<file path="config.mk">
export PLATFORM = sky130hd
export DESIGN_NAME = guarded_lru_import_cache
export DESIGN_NICKNAME = d
export VERILOG_FILES = /design/src/hw/rtl/glc_pkg.sv /design/src/hw/rtl/glc_ram.sv /design/src/hw/rtl/glc_front.sv /design/src/hw/rtl/glc_back.sv /design/src/hw/rtl/guarded_lru_import_cache.sv
export SDC_FILE = /design/constraint.sdc
export NUM_CORES = 2
export LEC_CHECK = 0
export BUFFER_PORTS_ARGS = -buffer_cell sky130_fd_sc_hd__buf_2
export CAP_MARGIN = 20
export CORE_ASPECT_RATIO = 1.5
export CORE_UTILIZATION = 53
export CTS_BUF_LIST = sky130_fd_sc_hd__clkbuf_2
export DETAILED_ROUTE_END_ITERATION = 10
export PLACE_DENSITY = 0.8
export RECOVER_POWER = 50
export SLEW_MARGIN = 40
export SYNTH_ARGS = -nofsm -noshare
export SYNTH_HDL_FRONTEND = slang
export SYNTH_SLANG_ARGS = --single-unit
export TNS_END_PERCENT = 1
</file>
<file path="constraint.sdc">
create_clock -name clk -period 15.5 [get_ports clk]
set_clock_uncertainty 0.05 [all_clocks]
set_input_delay 2.325 -clock clk [delete_from_list [all_inputs] [get_ports clk]]
set_output_delay 2.325 -clock clk [all_outputs]
set_load 0.005 [all_outputs]
</file>
<file path="src/hw/rtl/glc_pkg.sv">
package glc_pkg;

  localparam int ID_W         = 64;
  localparam int STAMP_W      = 64;
  localparam int SLOT_W       = 4;
  localparam int GUARD_W      = 4;
  localparam int CAPACITY_DEF = 16;
  localparam int QUEUE_DEPTH  = 2;

  localparam logic [GUARD_W-1:0] GUARD_RESET = 4'd8;

  // request handed from the front queue to the lookup engine
  typedef struct packed {
    logic            valid;
    logic [ID_W-1:0] id;
  } glc_req_t;

endpackage

</file>
<file path="src/hw/rtl/glc_ram.sv">
module glc_ram #(
  parameter int WIDTH = 64,
  parameter int DEPTH = 16
) (
  input  logic                     clk,
  input  logic                     we,
  input  logic [$clog2(DEPTH)-1:0] waddr,
  input  logic [WIDTH-1:0]         wdata,
  input  logic [$clog2(DEPTH)-1:0] raddr,
  output logic [WIDTH-1:0]         rdata
);

  logic [WIDTH-1:0] mem_r [DEPTH];

  always_ff @(posedge clk) begin
    if (we) begin
      mem_r[waddr] <= wdata;
    end
    rdata <= mem_r[raddr];
  end

endmodule

</file>
<file path="src/hw/rtl/glc_front.sv">
module glc_front (
  input  logic                    clk,
  input  logic                    rst_n,
  input  logic                    in_valid,
  output logic                    in_stall,
  input  logic [glc_pkg::ID_W-1:0] in_alloc_id,
  output glc_pkg::glc_req_t       req,
  input  logic                    req_ready
);

  import glc_pkg::*;

  localparam int PTR_W = $clog2(QUEUE_DEPTH);
  localparam int CNT_W = $clog2(QUEUE_DEPTH + 1);

  logic [ID_W-1:0]  q_mem_r [QUEUE_DEPTH];
  logic [PTR_W-1:0] wr_ptr_r;
  logic [PTR_W-1:0] rd_ptr_r;
  logic [CNT_W-1:0] count_r;
  logic [CNT_W-1:0] count_nxt;
  logic             push;
  logic             pop;

  assign in_stall = (count_r == CNT_W'(QUEUE_DEPTH));
  assign push     = in_valid && !in_stall;
  assign pop      = req.valid && req_ready;

  assign req.valid = (count_r != '0);
  assign req.id    = q_mem_r[rd_ptr_r];

  always_comb begin
    count_nxt = count_r;
    if (push && !pop) begin
      count_nxt = count_r + CNT_W'(1);
    end else if (pop && !push) begin
      count_nxt = count_r - CNT_W'(1);
    end
  end

  always_ff @(posedge clk) begin
    if (!rst_n) begin
      wr_ptr_r <= '0;
      rd_ptr_r <= '0;
      count_r  <= '0;
    end else begin
      count_r <= count_nxt;
      if (push) begin
        wr_ptr_r <= (wr_ptr_r == PTR_W'(QUEUE_DEPTH - 1)) ? '0 : wr_ptr_r + PTR_W'(1);
      end
      if (pop) begin
        rd_ptr_r <= (rd_ptr_r == PTR_W'(QUEUE_DEPTH - 1)) ? '0 : rd_ptr_r + PTR_W'(1);
      end
    end
  end

  always_ff @(posedge clk) begin
    if (push) begin
      q_mem_r[wr_ptr_r] <= in_alloc_id;
    end
  end

endmodule

</file>
<file path="src/hw/rtl/glc_back.sv">
module glc_back #(
  parameter int CAPACITY = glc_pkg::CAPACITY_DEF
) (
  input  logic                        clk,
  input  logic                        rst_n,
  input  glc_pkg::glc_req_t           req,
  output logic                        req_ready,
  input  logic [glc_pkg::GUARD_W-1:0] guard,
  output logic                        out_valid,
  input  logic                        out_stall,
  output logic                        out_hit,
  output logic [glc_pkg::SLOT_W-1:0]  out_slot,
  output logic                        out_evicted,
  output logic [glc_pkg::ID_W-1:0]    out_evicted_id
);

  import glc_pkg::*;

  localparam int IDX_W = $clog2(CAPACITY);
  localparam int CNT_W = $clog2(CAPACITY + 1);

  typedef enum logic [1:0] {
    ST_IDLE,
    ST_SCAN,
    ST_FIN
  } state_t;

  state_t               state_r;
  logic [CAPACITY-1:0]  valid_r;
  logic [STAMP_W-1:0]   use_cnt_r;
  logic [STAMP_W-1:0]   use_cnt_nxt;
  logic [STAMP_W-1:0]   thresh_r;
  logic                 thresh_ok_r;
  logic [ID_W-1:0]      id_r;

  logic [CNT_W-1:0]     rd_cnt_r;
  logic                 p_vld_r;
  logic [IDX_W-1:0]     p_idx_r;

  logic                 hit_r;
  logic [IDX_W-1:0]     hit_idx_r;
  logic                 free_found_r;
  logic [IDX_W-1:0]     free_idx_r;
  logic                 u_found_r;
  logic [IDX_W-1:0]     u_idx_r;
  logic [STAMP_W-1:0]   u_stamp_r;
  logic [ID_W-1:0]      u_key_r;
  logic                 a_found_r;
  logic [IDX_W-1:0]     a_idx_r;
  logic [STAMP_W-1:0]   a_stamp_r;
  logic [ID_W-1:0]      a_key_r;

  logic                 out_valid_r;
  logic                 out_hit_r;
  logic [SLOT_W-1:0]    out_slot_r;
  logic                 out_evicted_r;
  logic [ID_W-1:0]      out_evicted_id_r;

  logic [ID_W-1:0]      key_rd;
  logic [STAMP_W-1:0]   stamp_rd;
  logic                 issue;
  logic [IDX_W-1:0]     raddr;
  logic                 entry_v;
  logic                 match;
  logic                 unprot;
  logic                 last;
  logic [STAMP_W:0]     sub;
  logic                 out_free;
  logic                 commit;
  logic                 evict;
  logic [IDX_W-1:0]     fin_idx;
  logic [SLOT_W+IDX_W-1:0] slot_ext;

  assign req_ready = (state_r == ST_IDLE);
  assign out_free  = !out_valid_r || !out_stall;
  assign commit    = (state_r == ST_FIN) && out_free;

  assign issue = (state_r == ST_SCAN) && (rd_cnt_r < CNT_W'(CAPACITY));
  assign raddr = rd_cnt_r[IDX_W-1:0];

  assign entry_v = valid_r[p_idx_r];
  assign match   = p_vld_r && entry_v && (key_rd == id_r);
  assign unprot  = thresh_ok_r && (stamp_rd <= thresh_r);
  assign last    = (p_idx_r == IDX_W'(CAPACITY - 1));

  // counter minus guard, borrow means nothing is old enough
  assign sub = {1'b0, use_cnt_r} - {(STAMP_W + 1 - GUARD_W)'(0), guard};

  assign use_cnt_nxt = use_cnt_r + STAMP_W'(1);
  assign evict       = !hit_r && !free_found_r;

  always_comb begin
    if (hit_r) begin
      fin_idx = hit_idx_r;
    end else if (free_found_r) begin
      fin_idx = free_idx_r;
    end else if (u_found_r) begin
      fin_idx = u_idx_r;
    end else begin
      fin_idx = a_idx_r;
    end
  end

  assign slot_ext = {SLOT_W'(0), fin_idx};

  glc_ram #(
    .WIDTH (ID_W),
    .DEPTH (CAPACITY)
  ) u_key_ram (
    .clk   (clk),
    .we    (commit && !hit_r),
    .waddr (fin_idx),
    .wdata (id_r),
    .raddr (raddr),
    .rdata (key_rd)
  );

  glc_ram #(
    .WIDTH (STAMP_W),
    .DEPTH (CAPACITY)
  ) u_stamp_ram (
    .clk   (clk),
    .we    (commit),
    .waddr (fin_idx),
    .wdata (use_cnt_nxt),
    .raddr (raddr),
    .rdata (stamp_rd)
  );

  always_ff @(posedge clk) begin
    if (!rst_n) begin
      state_r     <= ST_IDLE;
      valid_r     <= '0;
      use_cnt_r   <= '0;
      out_valid_r <= 1'b0;
      p_vld_r     <= 1'b0;
    end else begin
      if (commit) begin
        out_valid_r <= 1'b1;
      end else if (out_valid_r && !out_stall) begin
        out_valid_r <= 1'b0;
      end
      case (state_r)
        ST_IDLE: begin
          if (req.valid) begin
            id_r         <= req.id;
            thresh_r     <= sub[STAMP_W-1:0];
            thresh_ok_r  <= !sub[STAMP_W];
            rd_cnt_r     <= '0;
            p_vld_r      <= 1'b0;
            hit_r        <= 1'b0;
            free_found_r <= 1'b0;
            u_found_r    <= 1'b0;
            a_found_r    <= 1'b0;
            state_r      <= ST_SCAN;
          end
        end
        ST_SCAN: begin
          p_vld_r <= issue;
          p_idx_r <= raddr;
          if (issue) begin
            rd_cnt_r <= rd_cnt_r + CNT_W'(1);
          end
          if (p_vld_r) begin
            if (match) begin
              hit_r     <= 1'b1;
              hit_idx_r <= p_idx_r;
              state_r   <= ST_FIN;
            end else begin
              if (!entry_v && !free_found_r) begin
                free_found_r <= 1'b1;
                free_idx_r   <= p_idx_r;
              end
              // strict compare keeps the lowest slot on ties
              if (entry_v && unprot && (!u_found_r || stamp_rd < u_stamp_r)) begin
                u_found_r <= 1'b1;
                u_idx_r   <= p_idx_r;
                u_stamp_r <= stamp_rd;
                u_key_r   <= key_rd;
              end
              if (entry_v && (!a_found_r || stamp_rd < a_stamp_r)) begin
                a_found_r <= 1'b1;
                a_idx_r   <= p_idx_r;
                a_stamp_r <= stamp_rd;
                a_key_r   <= key_rd;
              end
              if (last) begin
                state_r <= ST_FIN;
              end
            end
          end
        end
        ST_FIN: begin
          p_vld_r <= 1'b0;
          if (out_free) begin
            use_cnt_r          <= use_cnt_nxt;
            valid_r[fin_idx]   <= 1'b1;
            out_hit_r          <= hit_r;
            out_slot_r         <= slot_ext[SLOT_W-1:0];
            out_evicted_r      <= evict;
            if (!evict) begin
              out_evicted_id_r <= '0;
            end else if (u_found_r) begin
              out_evicted_id_r <= u_key_r;
            end else begin
              out_evicted_id_r <= a_key_r;
            end
            state_r            <= ST_IDLE;
          end
        end
        default: begin
          state_r <= ST_IDLE;
        end
      endcase
    end
  end

  assign out_valid      = out_valid_r;
  assign out_hit        = out_hit_r;
  assign out_slot       = out_slot_r;
  assign out_evicted    = out_evicted_r;
  assign out_evicted_id = out_evicted_id_r;

endmodule

</file>
<file path="src/hw/rtl/guarded_lru_import_cache.sv">
// Fully associative cache of CAPACITY entries keyed by a 64-bit allocation id, with a
// recency guard that shields recently used entries from eviction unless every valid
// entry is inside the guard. Each item gives one result: hit flag, slot, and the
// evicted id on a miss into a full cache. Keys and stamps sit in two small RAMs that
// the lookup engine scans one entry per cycle. A two-item input queue keeps taking
// items while the engine works until it is full, and the output register holds a
// finished result while the next item is looked up. The guard is written through
// the cfg port (always ready) and may only be changed while the block is idle.
module guarded_lru_import_cache #(
  parameter int CAPACITY = glc_pkg::CAPACITY_DEF
) (
  input  logic                        clk,
  input  logic                        rst_n,
  input  logic                        in_valid,
  output logic                        in_stall,
  input  logic [glc_pkg::ID_W-1:0]    in_alloc_id,
  output logic                        out_valid,
  input  logic                        out_stall,
  output logic                        out_hit,
  output logic [glc_pkg::SLOT_W-1:0]  out_slot,
  output logic                        out_evicted,
  output logic [glc_pkg::ID_W-1:0]    out_evicted_id,
  input  logic                        cfg_valid,
  output logic                        cfg_ready,
  input  logic [glc_pkg::GUARD_W-1:0] cfg_recency_guard
);

  import glc_pkg::*;

  logic [GUARD_W-1:0] guard_r;
  glc_req_t           req;
  logic               req_ready;

  assign cfg_ready = 1'b1;

  always_ff @(posedge clk) begin
    if (!rst_n) begin
      guard_r <= GUARD_RESET;
    end else if (cfg_valid && cfg_ready) begin
      guard_r <= cfg_recency_guard;
    end
  end

  glc_front u_front (
    .clk         (clk),
    .rst_n       (rst_n),
    .in_valid    (in_valid),
    .in_stall    (in_stall),
    .in_alloc_id (in_alloc_id),
    .req         (req),
    .req_ready   (req_ready)
  );

  glc_back #(
    .CAPACITY (CAPACITY)
  ) u_back (
    .clk            (clk),
    .rst_n          (rst_n),
    .req            (req),
    .req_ready      (req_ready),
    .guard          (guard_r),
    .out_valid      (out_valid),
    .out_stall      (out_stall),
    .out_hit        (out_hit),
    .out_slot       (out_slot),
    .out_evicted    (out_evicted),
    .out_evicted_id (out_evicted_id)
  );

endmodule
</file>
# [Word level (Yosys, flattened, before mapping)]
# Memories as Yosys holds them, arrays and structs flattened. A register that Yosys moved wholly into a read port is not among the register bits.
# Index checks and enable logic that the tools add are counted.
[classes] n_addsub=7 order_cmp=7 eq_ne=15 muxes=46 bitwise_logic=2 reduce_logical=52
[ops] cell="less-than comparator 64 bit" count=2
[ops] cell="subtractor 64 x 4 -> 65 bit" count=1
[ops] cell="adder 64 x 1 -> 64 bit, second input constant" count=1
[ops] cell="== test 64 bit" count=1
[ops] cell="<= comparator 64 bit" count=1
[ops] cell="two-way mux 64 bit" count=1
[ops] cell="two-way mux 1 bit" count=24
[ops] cell="AND reduction 5 bit" count=4
[ops] cell="AND reduction 6 bit" count=3
[ops] cell="logical AND 1 bit" count=17
[ops] cell="bitwise OR 16 bit" count=1
[ops] cell="two-way mux 2 bit" count=7
[ops] cell="two-way mux 4 bit" count=3
[ops] cell="AND reduction 4 bit" count=3
[ops] cell="logical NOT 1 bit" count=11
[ops] cell="less-than comparator 4 x 5 -> 1 bit, second input constant" count=2
[ops] cell="two-way mux 5 bit" count=2
[ops] cell="inequality test 2 x 1 -> 1 bit, second input constant" count=5
[ops] cell="case mux 5 bit (2 select lines)" count=1
[ops] cell="inequality test 2 bit, second input constant" count=4
[ops] cell="case mux 1 bit (2 select lines)" count=4
[ops] cell="nonzero test 2 bit" count=4
[ops] cell="case mux 2 bit (3 select lines)" count=1
[ops] cell="AND reduction 2 bit" count=3
[ops] cell="18 further kinds" count=23
[totals] register_bits=512 ramBits=2176 elab_cells=161 n_memories=3
[mem_list] name="u_back.u_key_ram.mem_r" depth=16 word_bits=64 read_ports=1 rd_clocked_by_memory_dff=1 write_ports=1 line="glc_ram.sv:13" source="logic [WIDTH-1:0] mem_r [DEPTH];"
[mem_list] name="u_back.u_stamp_ram.mem_r" depth=16 word_bits=64 read_ports=1 rd_clocked_by_memory_dff=1 write_ports=1 line="glc_ram.sv:13"
[mem_list] name="u_front.q_mem_r" depth=2 word_bits=64 read_ports=1 rd_clocked_by_memory_dff=1 write_ports=1 line="glc_front.sv:16" source="logic [ID_W-1:0] q_mem_r [QUEUE_DEPTH];"

# [Depth between registers and ports, before layout]
[logic_depth] word_depth=8 depth_mapped=11

# [Hierarchy]
# From an unflattened synthesis, not the netlist that was laid out.
[hier_totals] cells_unflattened=5798 area_unflattened_um2=111745.9
[by_module_without_submodules] mod="glc_ram" instances=2 cells_per_inst=1647 area_per_inst_um2=39581.7 seq_area_each_um2=32030.7
[by_module_without_submodules] mod="glc_back" instances=1 cells_per_inst=2265 area_per_inst_um2=27550.2 seq_area_each_um2=16215.6
[by_module_without_submodules] mod="glc_front" instances=1 cells_per_inst=224 area_per_inst_um2=4873.4 seq_area_each_um2=3943.8
[by_module_without_submodules] mod="guarded_lru_import_cache" instances=1 cells_per_inst=15 area_per_inst_um2=158.9 seq_area_each_um2=80.1

# [Least setup slack after synthesis]
# No wires, ideal clock.
[synth_timing] path_kind="input -> register" startpoint="in rst_n" endpoint="reg u_back.a_idx_r[0] (enable)" setup_ns=0.666 arrival_time_ns=9.209 required_time_ns=14.784 path_slack_ns=5.574 stages=4 path_cell_list="inv_1 > nor2_1 > nand3_1 > a21oi_1"
[synth_between] elab_chain_len=1
[synth_lines] item="from (decl)" line="guarded_lru_import_cache.sv:13" source="input logic rst_n,"
[synth_lines] item="AND reduction 5 bit (no source line)"
[synth_lines] item="to (signal assigned)" line="glc_back.sv:183" source="a_idx_r <= p_idx_r;"
[synth_lines] item="to (decl)" line="glc_back.sv:49" source="logic [IDX_W-1:0] a_idx_r;"
# Every way passes these cells.
# A chain may end at the register's enable or synchronous reset.

==> metrics.cfg <==
[status]
outcome=finished, violations left
violations=capacitance limit, slew limit

[power]
ir_drop_mv=0.09408
power_density_nw_per_um2=135.9
p_leak_uw=0.04272

[finish]
final_layout_size_suffix_gt1_share_pct=29.72
synthToLayoutAreaGrowth_pct=9.367
nNetsFinal=6379
reg_top3=u_back.u_key_ram.mem_r (1024), u_back.u_stamp_ram.mem_r (1024), u_front.q_mem_r (128)
fin_cells=9412

[run]
cap_violations=21

[setup_path]
cpLargestDelayFamily=buffers and inverters
critPathBufInv=2
start_kind=flip-flop
path_common_cell=mux4_2
crit_chain=clkbuf_1 > buf_6 > mux4_2 > mux4_2
endpoint_kind=flip-flop
slowest_stage=clkbuf_1
r2r_setup_slack_ps=7560
crit_arrival_ps=9340
critPathRequiredTime_ps=16900
crit_type=flip-flop to flip-flop
worstPathMaxFanout=116
slowest_delay_ps=5200

[timing]
slew_headroom_pct=-400.0
fmax_mhz=125.9
drv_slew=853
fin_crit_ps=7941
setup_tns_ps=0
final-setup-viol-count=0
hold_viol_final=0
worst_pin_slew_ps=7500
min_period_over_period_pct=51.23
rsz0062_at_grt=false

[global_routing]
grt_pass1_wl_mm=359.7
grt_start_max_net_pins=117
grt.total_usage_pct=22.97
grt_pass1_vias=58060
gr-total-overflow=0
antenna_found_initial=18

[clock_tree]
cts_buffer_depth=4
postCtsResizedCells=0
cts_root_buffer=clkbuf_2
cts_tree=built
path_clk_slew_ps=110
clock_latency_ps=1640
hold_buffers=0
cts.sink_count=2880
cts.htree.levels=6
cts_setup_buffers=0
numCtsBuffers=632

[yosys]
synth_common_cells=edfxtp_1 (2660), mux4_2 (645), nor2_1 (227)
synth_flop_cell=edfxtp_1
ys_seq_area_share_pct=75.67
async_flop_share_pct=0
synth_edf_count=2660
yosysMostFrequentCell=edfxtp_1
synthDistinctLibCells=64
synth_area_um2=111400
syn-instance-count=5460
syn_nets=5731
yosys-top-cells-area=edfxtp_1 (72%), mux4_2 (13%), dfxtp_1 (4.0%)
yosys_warnings=0
ys_ff_latch=2880
yosys.area.top_type=edfxtp_1
yosys.area.top_type_share_pct=71.72
syn_area_per_cell_um2=20.40

[floorplanning]
rows=205
io_pins=146
core-area_um2=208300
die_w_um=376.3
initial_core_util_pct=53.48
die_area_um2=212000
die_y_um=563.4

[placement]
place_inst=8262
dpl.hpwl_mm=140.8
place_congestion=0.8403
portBuffers=144

[detailed_routing]
drt-initial-drc-count=5794
num_vias=55330
drc=0
wl_per_cell_um=25.89
ant_nets=0
wl_mm=243.7
via_per_inst=5.878
drt_pass1_iterations=6

[min_path]
hold_path.class=flip-flop to flip-flop

[layer usage]
metal,track usage (%),part of all wire [%],wire (um),up-vias
li1,-,-,-,23700
met1,27.56,35,86280,28400
met2,40.46,53,129500,2680
met3,4.791,8.0,19580,536
met4,9.085,3.4,8241,18
met5,0,0.045,109,-
[area by class of cell]
class                           count  area, um^2
Fill cell                       14910       86470
Sequential cell                  2880       84280
Multi-Input combinational cell   2118       25570
Clock buffer                      948        4745
Tap cell                         2794        3496
Timing Repair Buffer              263        1698
Clock inverter                    187        1196
Inverter                          213       799.5
Antenna cell                        9       22.52
[where the power goes]
part	switching (uW)	internal [uW]
combinational	1310	1150
sequential	422	8920
clock	2860	1880
[kinds of logic (layout without fill, tap and decap cells)]
group                    count (synthesis)  count (layout)  share of synthesized area [%]
XOR/XNOR                               233             233                          1.832
AND/OR/NAND/NOR                        662             662                          3.019
other                                    1              10                       0.003367
flip-flops                            2880            2880                          75.67
buffers and inverters                  462            1611                          1.593
multiplexers                           778             778                          14.31
AO/OA/AOI/OAI                          246             246                          1.340
adder cells (fa/ha/maj)                198             198                          2.231
[per-stage QoR]
stage               setup WS, ps  total power, uW  area [um^2]  hold slack [ps]  util [%]
finish                      7560            16560       121800            292.0     58.48
global route                7058            17220       121800            350.6     58.48
CTS                        10330            16650       122300            314.3     58.70
detailed placement          9392            11950       116300            402.1     55.85
global placement            9444            11860       115700            394.5     55.56
floorplan                   5574            11030       111400            374.4         -
[worst paths after layout]
check / from / end / cells past startpoint
hold / removal: u_back.u_key_ram.rdata[11] / u_back.u_key_r[11] / 0
setup reg to reg: u_back.rd_cnt_r[1] / u_back.u_stamp_ram.rdata[29] / 4
setup / recovery: u_back.rd_cnt_r[1] / u_back.u_stamp_ram.rdata[29] / 4
hold reg to reg: u_back.u_key_ram.rdata[11] / u_back.u_key_r[11] / 0
[layout by cell type, fill, tap and decap left out, types with 22 or more instances in the layout]
cell type,count
o21ai_0,60
or3_1,22
a21oi_1,96
xor2_1,148
buf_4,35
ha_1,197
buf_2,103
clkinv_1,110
edfxtp_1,2660
nor2_1,216
clkbuf_1,81
xnor2_1,68
mux4_2,645
clkinv_2,26
dfxtp_1,220
nor3_1,43
buf_6,34
inv_1,213
nand2_1,120
clkbuf_2,948
mux2i_1,69
nand3_1,43
mux2_2,41
nor4_1,32
mux2_1,23
nand4_1,59
(Power assumes the default switching activity.)
